--- src/rtl/mfs_pkg.sv ---
// Shared types, codes and defaults for the multilevel feedback job scheduler.
// Used by mfs_cell and multilevel_feedback_job_scheduler; depends on nothing.
package mfs_pkg;

	localparam int DEF_MAX_JOBS  = 16;
	localparam int DEF_WAIT_BITS = 8;

	localparam logic [7:0] RST_QUANTUM_ONE   = 8'd5;
	localparam logic [7:0] RST_QUANTUM_TWO   = 8'd2;
	localparam logic [7:0] RST_QUANTUM_THREE = 8'd1;
	localparam logic [7:0] RST_AGE_LIMIT     = 8'd10;

	typedef enum logic [1:0] {
		MODE_PLAIN  = 2'd0,
		MODE_ENQ    = 2'd1,
		MODE_DEQ    = 2'd2,
		MODE_FINISH = 2'd3
	} mode_t;

	typedef enum logic [1:0] {
		STS_OK       = 2'd0,
		STS_FULL     = 2'd1,
		STS_NOTFOUND = 2'd2,
		STS_KILLED   = 2'd3
	} status_t;

	typedef enum logic [1:0] {
		CFG_QUANTUM_ONE   = 2'd0,
		CFG_QUANTUM_TWO   = 2'd1,
		CFG_QUANTUM_THREE = 2'd2,
		CFG_AGE_LIMIT     = 2'd3
	} cfg_index_t;

	// One waiting job; its wait counter travels beside it at its own width.
	typedef struct packed {
		logic        valid;
		logic [15:0] id;
		logic [1:0]  defpri;
		logic [1:0]  curpri;
		logic [15:0] stamp;
		logic        moved;
	} entry_t;

	function automatic logic [1:0] level_of(input logic [1:0] pri);
		return (pri == 2'd0) ? 2'd1 : pri;
	endfunction

endpackage

--- src/rtl/mfs_cell.sv ---
// One slot of the job ring: holds a waiting job and hands it to its neighbor
// on every shift. Depends on mfs_pkg.
module mfs_cell #(
	parameter int WAIT_BITS = 8
) (
	input  logic                 clk,
	input  logic                 arst_n,
	input  logic                 shift,
	input  mfs_pkg::entry_t      d_entry,
	input  logic [WAIT_BITS-1:0] d_wait,
	output mfs_pkg::entry_t      q_entry,
	output logic [WAIT_BITS-1:0] q_wait
);
	import mfs_pkg::*;

	entry_t               entry_q;
	logic [WAIT_BITS-1:0] wait_q;

	always_ff @(posedge clk or negedge arst_n) begin
		if (!arst_n) begin
			entry_q <= '0;
			wait_q  <= '0;
		end else if (shift) begin
			entry_q <= d_entry;
			wait_q  <= d_wait;
		end
	end

	assign q_entry = entry_q;
	assign q_wait  = wait_q;

endmodule

--- src/rtl/multilevel_feedback_job_scheduler.sv ---
// Three-level feedback job scheduler built on a ring of job cells.
// Ticks are handled one at a time.
// Each ring rotation (aging, restamp, command, select, switch) walks every cell past
// the head once. Reset (arst_n low) empties all slots, stops the running job,
// clears the id and arrival counters and loads the default quanta and age limit.
module multilevel_feedback_job_scheduler #(
	parameter int MAX_JOBS  = mfs_pkg::DEF_MAX_JOBS,
	parameter int WAIT_BITS = mfs_pkg::DEF_WAIT_BITS
) (
	input  logic        clk,
	input  logic        arst_n,
	input  logic        s_tvalid,
	output logic        s_tready,
	input  logic [23:0] s_tdata,   // priority_req[1:0], job_id[17:2], zero pad
	input  logic [1:0]  s_tuser,   // mode[1:0]
	output logic        m_tvalid,
	input  logic        m_tready,
	output logic [55:0] m_tdata,   // running_id, new_id, preempted_id, status, zero pad
	input  logic        cfg_valid,
	output logic        cfg_ready,
	input  logic [1:0]  cfg_index,
	input  logic [7:0]  cfg_data
);
	import mfs_pkg::*;

	localparam int PW = (MAX_JOBS > 1) ? $clog2(MAX_JOBS) : 1;
	localparam int CW = (WAIT_BITS > 8) ? WAIT_BITS : 8;
	localparam logic [WAIT_BITS-1:0] WMAX = {WAIT_BITS{1'b1}};

	typedef enum logic [2:0] {
		ST_IDLE, ST_AGE, ST_RESTAMP, ST_CMD, ST_SEL, ST_DECIDE, ST_SWITCH, ST_DONE
	} state_t;

	state_t state_q;

	// ring
	entry_t               cell_e [MAX_JOBS];
	logic [WAIT_BITS-1:0] cell_w [MAX_JOBS];
	entry_t               wb;
	logic [WAIT_BITS-1:0] wbw;
	logic                 shift;

	genvar g;
	generate
		for (g = 0; g < MAX_JOBS; g++) begin : g_cell
			if (g == MAX_JOBS - 1) begin : g_tail
				mfs_cell #(.WAIT_BITS(WAIT_BITS)) u_cell (
					.clk(clk), .arst_n(arst_n), .shift(shift),
					.d_entry(wb), .d_wait(wbw),
					.q_entry(cell_e[g]), .q_wait(cell_w[g])
				);
			end else begin : g_body
				mfs_cell #(.WAIT_BITS(WAIT_BITS)) u_cell (
					.clk(clk), .arst_n(arst_n), .shift(shift),
					.d_entry(cell_e[g+1]), .d_wait(cell_w[g+1]),
					.q_entry(cell_e[g]), .q_wait(cell_w[g])
				);
			end
		end
	endgenerate

	// registers
	logic [PW-1:0] pos_q, tgt_q;
	logic [7:0]    q1_q, q2_q, q3_q, age_lim_q;
	mode_t         mode_q;
	logic [1:0]    pri_q;
	logic [15:0]   jid_q;
	logic          run_valid_q;
	logic [15:0]   run_id_q;
	logic [1:0]    run_def_q, run_cur_q;
	logic [7:0]    turn_q;
	logic [15:0]   id_q, arr_q, stamp_w_q;
	status_t       status_q;
	logic [15:0]   new_id_q, pre_q;
	logic          grab_q, found_q;
	logic          bm_found_q;
	logic [PW-1:0] bm_pos_q;
	logic [15:0]   bm_age_q;
	logic          wok_q;
	logic [2:0]    b_found_q;
	logic [PW-1:0] b_pos_q  [3];
	logic [1:0]    b_cur_q  [3];
	logic [WAIT_BITS-1:0] b_wait_q [3];
	logic [15:0]   b_age_q  [3];
	logic [55:0]   out_q;
	logic          out_valid_q;

	// head processing
	entry_t               h;
	logic [WAIT_BITS-1:0] hw;
	logic [1:0]           lvl, rl;
	logic [15:0]          hage, wbage, idn;
	logic                 last, hit, mv_cand;
	logic [2:0]           cand;
	logic [WAIT_BITS-1:0] wnext;
	logic [7:0]           quant;

	assign h     = cell_e[0];
	assign hw    = cell_w[0];
	assign lvl   = level_of(h.curpri);
	assign rl    = level_of(run_cur_q);
	assign hage  = arr_q - h.stamp;
	assign wbage = arr_q - wb.stamp;
	assign last  = (pos_q == PW'(MAX_JOBS - 1));
	assign idn   = (id_q == 16'hFFFF) ? 16'd1 : id_q + 16'd1;
	assign wnext = (hw == WMAX) ? hw : hw + 1'b1;
	assign quant = (rl == 2'd1) ? q1_q : ((rl == 2'd2) ? q2_q : q3_q);
	assign shift = (state_q == ST_AGE) || (state_q == ST_RESTAMP) || (state_q == ST_CMD)
		|| (state_q == ST_SEL) || (state_q == ST_SWITCH);

	always_comb begin
		wb  = h;
		wbw = hw;
		hit = 1'b0;
		case (state_q)
			ST_AGE: begin
				wb.moved = 1'b0;
				if (h.valid) begin
					wbw = wnext;
					if (lvl < 2'd3 && CW'(wnext) >= CW'(age_lim_q)) begin
						wb.curpri = h.curpri + 2'd1;
						wbw       = '0;
						wb.moved  = (level_of(h.curpri + 2'd1) != lvl);
					end
				end
			end
			ST_RESTAMP: begin
				if (pos_q == tgt_q) begin
					wb.stamp = stamp_w_q;
					wb.moved = 1'b0;
				end
			end
			ST_CMD: begin
				if (mode_q == MODE_ENQ) begin
					if (!found_q && !h.valid) begin
						hit       = 1'b1;
						wb.valid  = 1'b1;
						wb.id     = idn;
						wb.defpri = pri_q;
						wb.curpri = pri_q;
						wb.stamp  = arr_q;
						wb.moved  = 1'b0;
						wbw       = '0;
					end
				end else if (!found_q && h.valid && h.id == jid_q) begin
					hit      = 1'b1;
					wb.valid = 1'b0;
				end
			end
			ST_SWITCH: begin
				if (pos_q == tgt_q) begin
					hit = 1'b1;
					if (run_valid_q) begin
						wb.valid  = 1'b1;
						wb.id     = run_id_q;
						wb.defpri = run_def_q;
						wb.curpri = run_def_q;
						wb.stamp  = arr_q;
						wb.moved  = 1'b0;
						wbw       = '0;
					end else begin
						wb.valid = 1'b0;
					end
				end
			end
			default: ;
		endcase
	end

	assign mv_cand = wb.valid && wb.moved && (!bm_found_q || wbage > bm_age_q);

	// per-level candidate against the best so far; earlier slot wins ties
	always_comb begin
		for (int l = 0; l < 3; l++) begin
			cand[l] = 1'b0;
			if (h.valid && lvl == 2'(l + 1)) begin
				if (!b_found_q[l])
					cand[l] = 1'b1;
				else if (l == 0 && h.curpri != b_cur_q[l])
					cand[l] = h.curpri > b_cur_q[l];
				else if (hw != b_wait_q[l])
					cand[l] = hw > b_wait_q[l];
				else
					cand[l] = hage > b_age_q[l];
			end
		end
	end

	assign cfg_ready = 1'b1;

	always_ff @(posedge clk or negedge arst_n) begin
		if (!arst_n) begin
			q1_q      <= RST_QUANTUM_ONE;
			q2_q      <= RST_QUANTUM_TWO;
			q3_q      <= RST_QUANTUM_THREE;
			age_lim_q <= RST_AGE_LIMIT;
		end else if (cfg_valid) begin
			case (cfg_index_t'(cfg_index))
				CFG_QUANTUM_ONE:   q1_q      <= cfg_data;
				CFG_QUANTUM_TWO:   q2_q      <= cfg_data;
				CFG_QUANTUM_THREE: q3_q      <= cfg_data;
				CFG_AGE_LIMIT:     age_lim_q <= cfg_data;
				default: ;
			endcase
		end
	end

	always_ff @(posedge clk or negedge arst_n) begin
		if (!arst_n) begin
			state_q     <= ST_IDLE;
			pos_q       <= '0;
			tgt_q       <= '0;
			run_valid_q <= 1'b0;
			run_id_q    <= '0;
			run_def_q   <= '0;
			run_cur_q   <= '0;
			turn_q      <= '0;
			id_q        <= '0;
			arr_q       <= '0;
			stamp_w_q   <= '0;
			mode_q      <= MODE_PLAIN;
			pri_q       <= '0;
			jid_q       <= '0;
			status_q    <= STS_OK;
			new_id_q    <= '0;
			pre_q       <= '0;
			grab_q      <= 1'b0;
			found_q     <= 1'b0;
			bm_found_q  <= 1'b0;
			bm_pos_q    <= '0;
			bm_age_q    <= '0;
			wok_q       <= 1'b0;
			b_found_q   <= '0;
			for (int l = 0; l < 3; l++) begin
				b_pos_q[l]  <= '0;
				b_cur_q[l]  <= '0;
				b_wait_q[l] <= '0;
				b_age_q[l]  <= '0;
			end
			out_q       <= '0;
			out_valid_q <= 1'b0;
		end else begin
			if (out_valid_q && m_tready)
				out_valid_q <= 1'b0;
			if (shift)
				pos_q <= last ? '0 : pos_q + 1'b1;
			if (state_q != ST_SEL && state_q != ST_DECIDE) begin
				b_found_q <= '0;
				wok_q     <= 1'b0;
			end
			case (state_q)
				ST_IDLE: begin
					if (s_tvalid) begin
						mode_q     <= mode_t'(s_tuser);
						pri_q      <= s_tdata[1:0];
						jid_q      <= s_tdata[17:2];
						status_q   <= STS_OK;
						new_id_q   <= '0;
						pre_q      <= '0;
						grab_q     <= 1'b0;
						bm_found_q <= 1'b0;
						if (run_valid_q && turn_q != 8'hFF)
							turn_q <= turn_q + 8'd1;
						state_q <= ST_AGE;
					end
				end
				ST_AGE, ST_RESTAMP: begin
					if (mv_cand) begin
						bm_found_q <= 1'b1;
						bm_pos_q   <= pos_q;
						bm_age_q   <= wbage;
					end
					if (last) begin
						bm_found_q <= 1'b0;
						found_q    <= 1'b0;
						if (bm_found_q || mv_cand) begin
							// next promoted job in order of age takes a fresh stamp
							tgt_q     <= mv_cand ? pos_q : bm_pos_q;
							stamp_w_q <= arr_q;
							arr_q     <= arr_q + 16'd1;
							state_q   <= ST_RESTAMP;
						end else begin
							case (mode_q)
								MODE_ENQ: state_q <= ST_CMD;
								MODE_DEQ: begin
									if (run_valid_q && run_id_q == jid_q) begin
										run_valid_q <= 1'b0;
										status_q    <= STS_KILLED;
										state_q     <= ST_SEL;
									end else begin
										state_q <= ST_CMD;
									end
								end
								MODE_FINISH: begin
									run_valid_q <= 1'b0;
									state_q     <= ST_SEL;
								end
								default: state_q <= ST_SEL;
							endcase
						end
					end
				end
				ST_CMD: begin
					if (hit) begin
						found_q <= 1'b1;
						if (mode_q == MODE_ENQ) begin
							id_q     <= idn;
							new_id_q <= idn;
							arr_q    <= arr_q + 16'd1;
						end
					end
					if (last) begin
						if (mode_q == MODE_ENQ) begin
							if (!(found_q || hit))
								status_q <= STS_FULL;
							else
								grab_q <= run_valid_q && (pri_q > run_def_q);
						end else begin
							status_q <= (found_q || hit) ? STS_OK : STS_NOTFOUND;
						end
						state_q <= ST_SEL;
					end
				end
				ST_SEL: begin
					if (h.valid && lvl >= rl)
						wok_q <= 1'b1;
					for (int l = 0; l < 3; l++) begin
						if (cand[l]) begin
							b_found_q[l] <= 1'b1;
							b_pos_q[l]   <= pos_q;
							b_cur_q[l]   <= h.curpri;
							b_wait_q[l]  <= hw;
							b_age_q[l]   <= hage;
						end
					end
					if (last)
						state_q <= ST_DECIDE;
				end
				ST_DECIDE: begin
					if ((grab_q || !run_valid_q || (turn_q >= quant && wok_q))
							&& (|b_found_q)) begin
						tgt_q   <= b_found_q[2] ? b_pos_q[2]
							: (b_found_q[1] ? b_pos_q[1] : b_pos_q[0]);
						state_q <= ST_SWITCH;
					end else begin
						state_q <= ST_DONE;
					end
				end
				ST_SWITCH: begin
					if (hit) begin
						if (run_valid_q) begin
							pre_q <= run_id_q;
							arr_q <= arr_q + 16'd1;
						end
						run_valid_q <= 1'b1;
						run_id_q    <= h.id;
						run_def_q   <= h.defpri;
						run_cur_q   <= h.curpri;
						turn_q      <= '0;
					end
					if (last)
						state_q <= ST_DONE;
				end
				ST_DONE: begin
					// hold until the output word is free
					if (!out_valid_q || m_tready) begin
						out_q <= {6'd0, status_q, pre_q, new_id_q,
							run_valid_q ? run_id_q : 16'd0};
						out_valid_q <= 1'b1;
						state_q     <= ST_IDLE;
					end
				end
				default: state_q <= ST_IDLE;
			endcase
		end
	end

	assign s_tready = (state_q == ST_IDLE);
	assign m_tvalid = out_valid_q;
	assign m_tdata  = out_q;

	a_ring_aligned: assert property (@(posedge clk) disable iff (!arst_n)
		state_q == ST_IDLE |-> pos_q == '0)
		else $error("ring not aligned at idle");

	a_tick_starts: assert property (@(posedge clk) disable iff (!arst_n)
		s_tvalid && s_tready |=> state_q == ST_AGE)
		else $error("accepted tick did not start aging");

	a_new_id_ok: assert property (@(posedge clk) disable iff (!arst_n)
		m_tvalid && m_tdata[31:16] != 16'd0 |-> m_tdata[49:48] == STS_OK)
		else $error("new id reported with non-ok status");

	a_switch_fills: assert property (@(posedge clk) disable iff (!arst_n)
		state_q == ST_SWITCH && hit |=> run_valid_q)
		else $error("switch left no running job");

endmodule

--- config.mk ---
export PLATFORM = sky130hd
export DESIGN_NAME = multilevel_feedback_job_scheduler
export DESIGN_NICKNAME = d
export VERILOG_FILES = /design/src/rtl/mfs_pkg.sv /design/src/rtl/mfs_cell.sv /design/src/rtl/multilevel_feedback_job_scheduler.sv
export SDC_FILE = /design/constraint.sdc
export NUM_CORES = 2
export LEC_CHECK = 0
export BUFFER_PORTS_ARGS = -buffer_cell sky130_fd_sc_hd__buf_2
export CAP_MARGIN = 20
export CORE_ASPECT_RATIO = 1.4
export CORE_UTILIZATION = 30
export DETAILED_ROUTE_END_ITERATION = 6
export GPL_ROUTABILITY_DRIVEN = 0
export PLACE_DENSITY = 0.53
export RECOVER_POWER = 50
export SYNTH_ARGS = -nofsm -noshare
export SYNTH_HDL_FRONTEND = slang
export SYNTH_SLANG_ARGS = --single-unit
--- constraint.sdc ---
create_clock -name clk -period 5.25 [get_ports clk]
set_input_delay 1.575 -clock clk [delete_from_list [all_inputs] [get_ports clk]]
set_output_delay 1.575 -clock clk [all_outputs]
set_load 0.02 [all_outputs]
==> impl_results.md <==
- Status: finished with violations
- Failing checks: capacitance limit, slew limit, setup timing
- Cell mode on critical path: buf_4
- Setup TNS Final: -4.66 ns
- Port buffer count: 86
- Top cells by count, synth: 2,365 x nand2_1, 1,068 x dfrtp_1, 182 x clkbuf_1
- Pre-CTS WS: -0.683 ns
- Cell family with most CP delay: compound AO/OA/AOI/OAI gates
- CP Max Fanout: 15
- Die W: 336 um
- Avg Inst Size Synth: 9.34 um2
- Synth cell types: 84
- H-tree depth: 3
- R2r setup slk: -0.27 ns
- RSZ-0062 raised after global routing: yes
- DRT Wirelength: 112,000 um
- CP endpoint kind: flop
- Share of cells above drive strength 1: 13.1%
- Final routed DRC violation total: 0
- Max incr delay on CP: 0.40 ns
- Ys async rst share: between 90% and 100%
- Largest net degree at the start of global routing: 164
- Share of power burned in registers: between 50% and 60%
- Clk network pwr share: 47.3%
- Worst-margin pin slew: between 2 and 3 ns
- Grt ovf: 0
- # setup viols final: 24
- Root Buffer: clkbuf_16
- Final Max Slew Viols: 271
- Antenna Violating Nets Remaining: 0
- Slew HR: -76.8%
- Mapped Area: 46,900 um2
- Hold WC Path Type: reg2reg
- GRT Total Usage: about 14%
- Yosys top cell area share: 56.9%
- Core Footprint: around 160,000 um2
- Ranking of synthesized cells by area: dfrtp_1 57%, nand2_1 19%, ha_1 4.1%, mux2_2 4.0%, clkbuf_1 1.5%
- Post-Synthesis Cells: roughly 5k
- WP data arrival: 6.14 ns
- Area Overhead vs Synth: 16.1%
- Number of hold buffers added after CTS: 0
- Switching power: 3.62 mW
- Skew final: 0.0715 ns
- Post-Route Utilization: 35.1%
- #FFs+latches synth: 1,074
- WHS: 0.435 ns
- Period utilization: 105%
- Max-cap viol count: 4
- Crit start category: flop
- Final #Nets: between 5k and 6k
- Worst Path Buf+Inv: 6
- Pwr per Cell Area: 302 nW/um2
- DIE AREA: 158,000 um2
- Num CTS Buffers: 101
- Clock latency on the worst-skew pair: roughly 0.75 ns
- Layout fillers: roughly 16k
- CTS tree: done
- Clock Tree Buf Depth: 3
- DRT Pass-1 Iters: 7
- Final number of hold-violating endpoints: 0
- DIE HEIGHT: 470 um
- Placed Cells incl. Taps: 7,141
- Worst Setup SP: tgt_q[2]
- Worst EP required: 5.88 ns
- Top-Level Pins: 100
- 1st-iter DRT viols: 2,077
- Reg-to-Reg Start: tgt_q[2]
- Hold path endpoint: g_cell[5].g_body.u_cell.q_entry[31]
- Combinational group share of total power: 1.9%
- Reg-to-Reg End: tgt_q[3]
- Number of synthesized flops with an enable pin: 0
- Min cycle time layout: 5.52 ns
- Vias: around 33k
- Worst path slowest cell: dfrtp_1
- Top_reg_cell synth: dfrtp_1
- Peak VDD IR: between 200 and 300 uV
- Finished Layout Cells: 7,343
- Lkg Pwr: 28.9 nW
- PnR worst setup slack: -0.268 ns
- Switching share of power: 22.0%
- Vias per inst: 4.55
- Internal: 12.8 mW
- Initial antenna violation count: 2
- FP Rows: 171
- Post-DP HPWL: 74,400 um
- CP Class: reg2reg
- FF-to-FF path depth: 27
- Cell with the most instances after synthesis: nand2_1
- F_max: 0.181 GHz
- Clk sinks: 1,074
- Wire length per cell: approximately 15 um
- Syn. warnings: 0
- Hold Path Stages: 2
- Global-route wire length before repair: around 180,000 um
- Top cell type by total area after synthesis: dfrtp_1
- Initial Util: 30.3%
- Worst Hold Launch: g_cell[6].g_body.u_cell.q_entry[31]
- Vias in the first global route: 34.1k
- Reg clk slew, reported paths: 0.07 ns
- Sequential share of the synthesized area: 57.3%
## cells by family (layout without fill, tap and decap cells)
logic type / after synthesis / count (layout) / share of synthesized area (%)
buffers and inverters: 382 / 618 / 3.35
AOI/OAI and AO/OA: 408 / 408 / 5.91
adders and majority gates: 154 / 154 / 4.14
muxes: 191 / 191 / 4.52
DFF: 1074 / 1074 / 57.3
other: 2 / 8 / 0.0160
and+or+nand+nor: 2711 / 2711 / 22.8
xor gates and xnor gates: 103 / 103 / 1.95
## sequential cells by signal, indices dropped and copies added, names as in the netlist, 12 cells and up
name / count
jid_q: 16
pre_q: 16
b_age_q: 48
bm_age_q: 16
m_tdata: 50
arr_q: 16
b_pos_q: 12
new_id_q: 16
g_cell.g_body.u_cell.q_wait: 120
b_wait_q: 24
id_q: 16
g_cell.g_body.u_cell.q_entry: 570
stamp_w_q: 16
g_cell.g_tail.u_cell.q_entry: 38
run_id_q: 16
## placed cells by master (no fill, tap or decap), types with 22 or more instances in the layout
master     netlist  final
nand4_1         36     36
buf_12           0     22
nand2_1       2365   2362
nor2_1         124    123
mux2_2         165    165
mux2i_1         23     23
o21ai_0        121    114
buf_4           15    175
clkbuf_1       182     26
clkbuf_8         0     31
a21oi_1         79     76
dfrtp_1       1068   1068
clkbuf_16        0    101
xor2_1          42     42
xnor2_1         59     59
inv_1          134    133
nand3_1         68     68
buf_2           46     83
ha_1           152    151
a21o_1          41     40
## layer usage
| layer | global-route usage (%) | routed length (um) |
|---|---|---|
| met1 | 18.2 | 49700 |
| met2 | 24.8 | 55500 |
| met3 | 1.88 | 3560 |
| met4 | 4.84 | 3050 |
| met5 | 0 | 0 |
## final cells by class
cell class,instances,area (um2),area share [%]
Antenna cell,1,2.50,0.00459
Clock inverter,39,543,0.996
Inverter,134,503,0.923
Sequential cell,1074,26900,49.3
Multi-Input combinational cell,3574,18700,34.3
Timing Repair Buffer,296,2260,4.14
Tap cell,2076,2600,4.77
Clock buffer,149,3020,5.54
## worst max path at each step
stage / cells after the start / endpoint
final: 27 / tgt_q[3]
after global placement: 25 / tgt_q[2]
after floorplan: 26 / bm_age_q[14]
after CTS: 27 / bm_pos_q[2]
after detailed placement: 25 / tgt_q[2]
after global routing: 28 / tgt_q[3]
## power by group through the flow
stage	Combinational (mW)	Clock (mW)	Sequential (mW)
2_1_floorplan	0.0967	0	8.50
3_3_place_gp	0.327	0	8.50
3_5_place_dp	0.334	0	8.50
4_1_cts	0.334	8.06	8.35
5_1_grt	0.365	8.35	8.35
6_report	0.310	7.79	8.35
## tightest hold or removal path, cell delays in order, from the launching register on
cell and delay, ns:
dfrtp_1 0.34, nand2_1 0.05, nand2_1 0.05
## what timing repair did
action	CTS	global route
cloned	0	0
resized for setup	23	7
endpoints found under the setup margin	24	77
endpoints found under the hold margin	0	0
setup buffers	12	1
pin swaps	25	17
## per-stage QoR
step | total power, mW | instance area [um2]
final | 16.4 | 54500
after floorplan | 8.60 | 47000
after global placement | 8.83 | 50800
after CTS | 16.7 | 54500
after global routing | 17.1 | 54500
after detailed placement | 8.84 | 50800
Note: power is estimated with default switching activity, not from simulation.
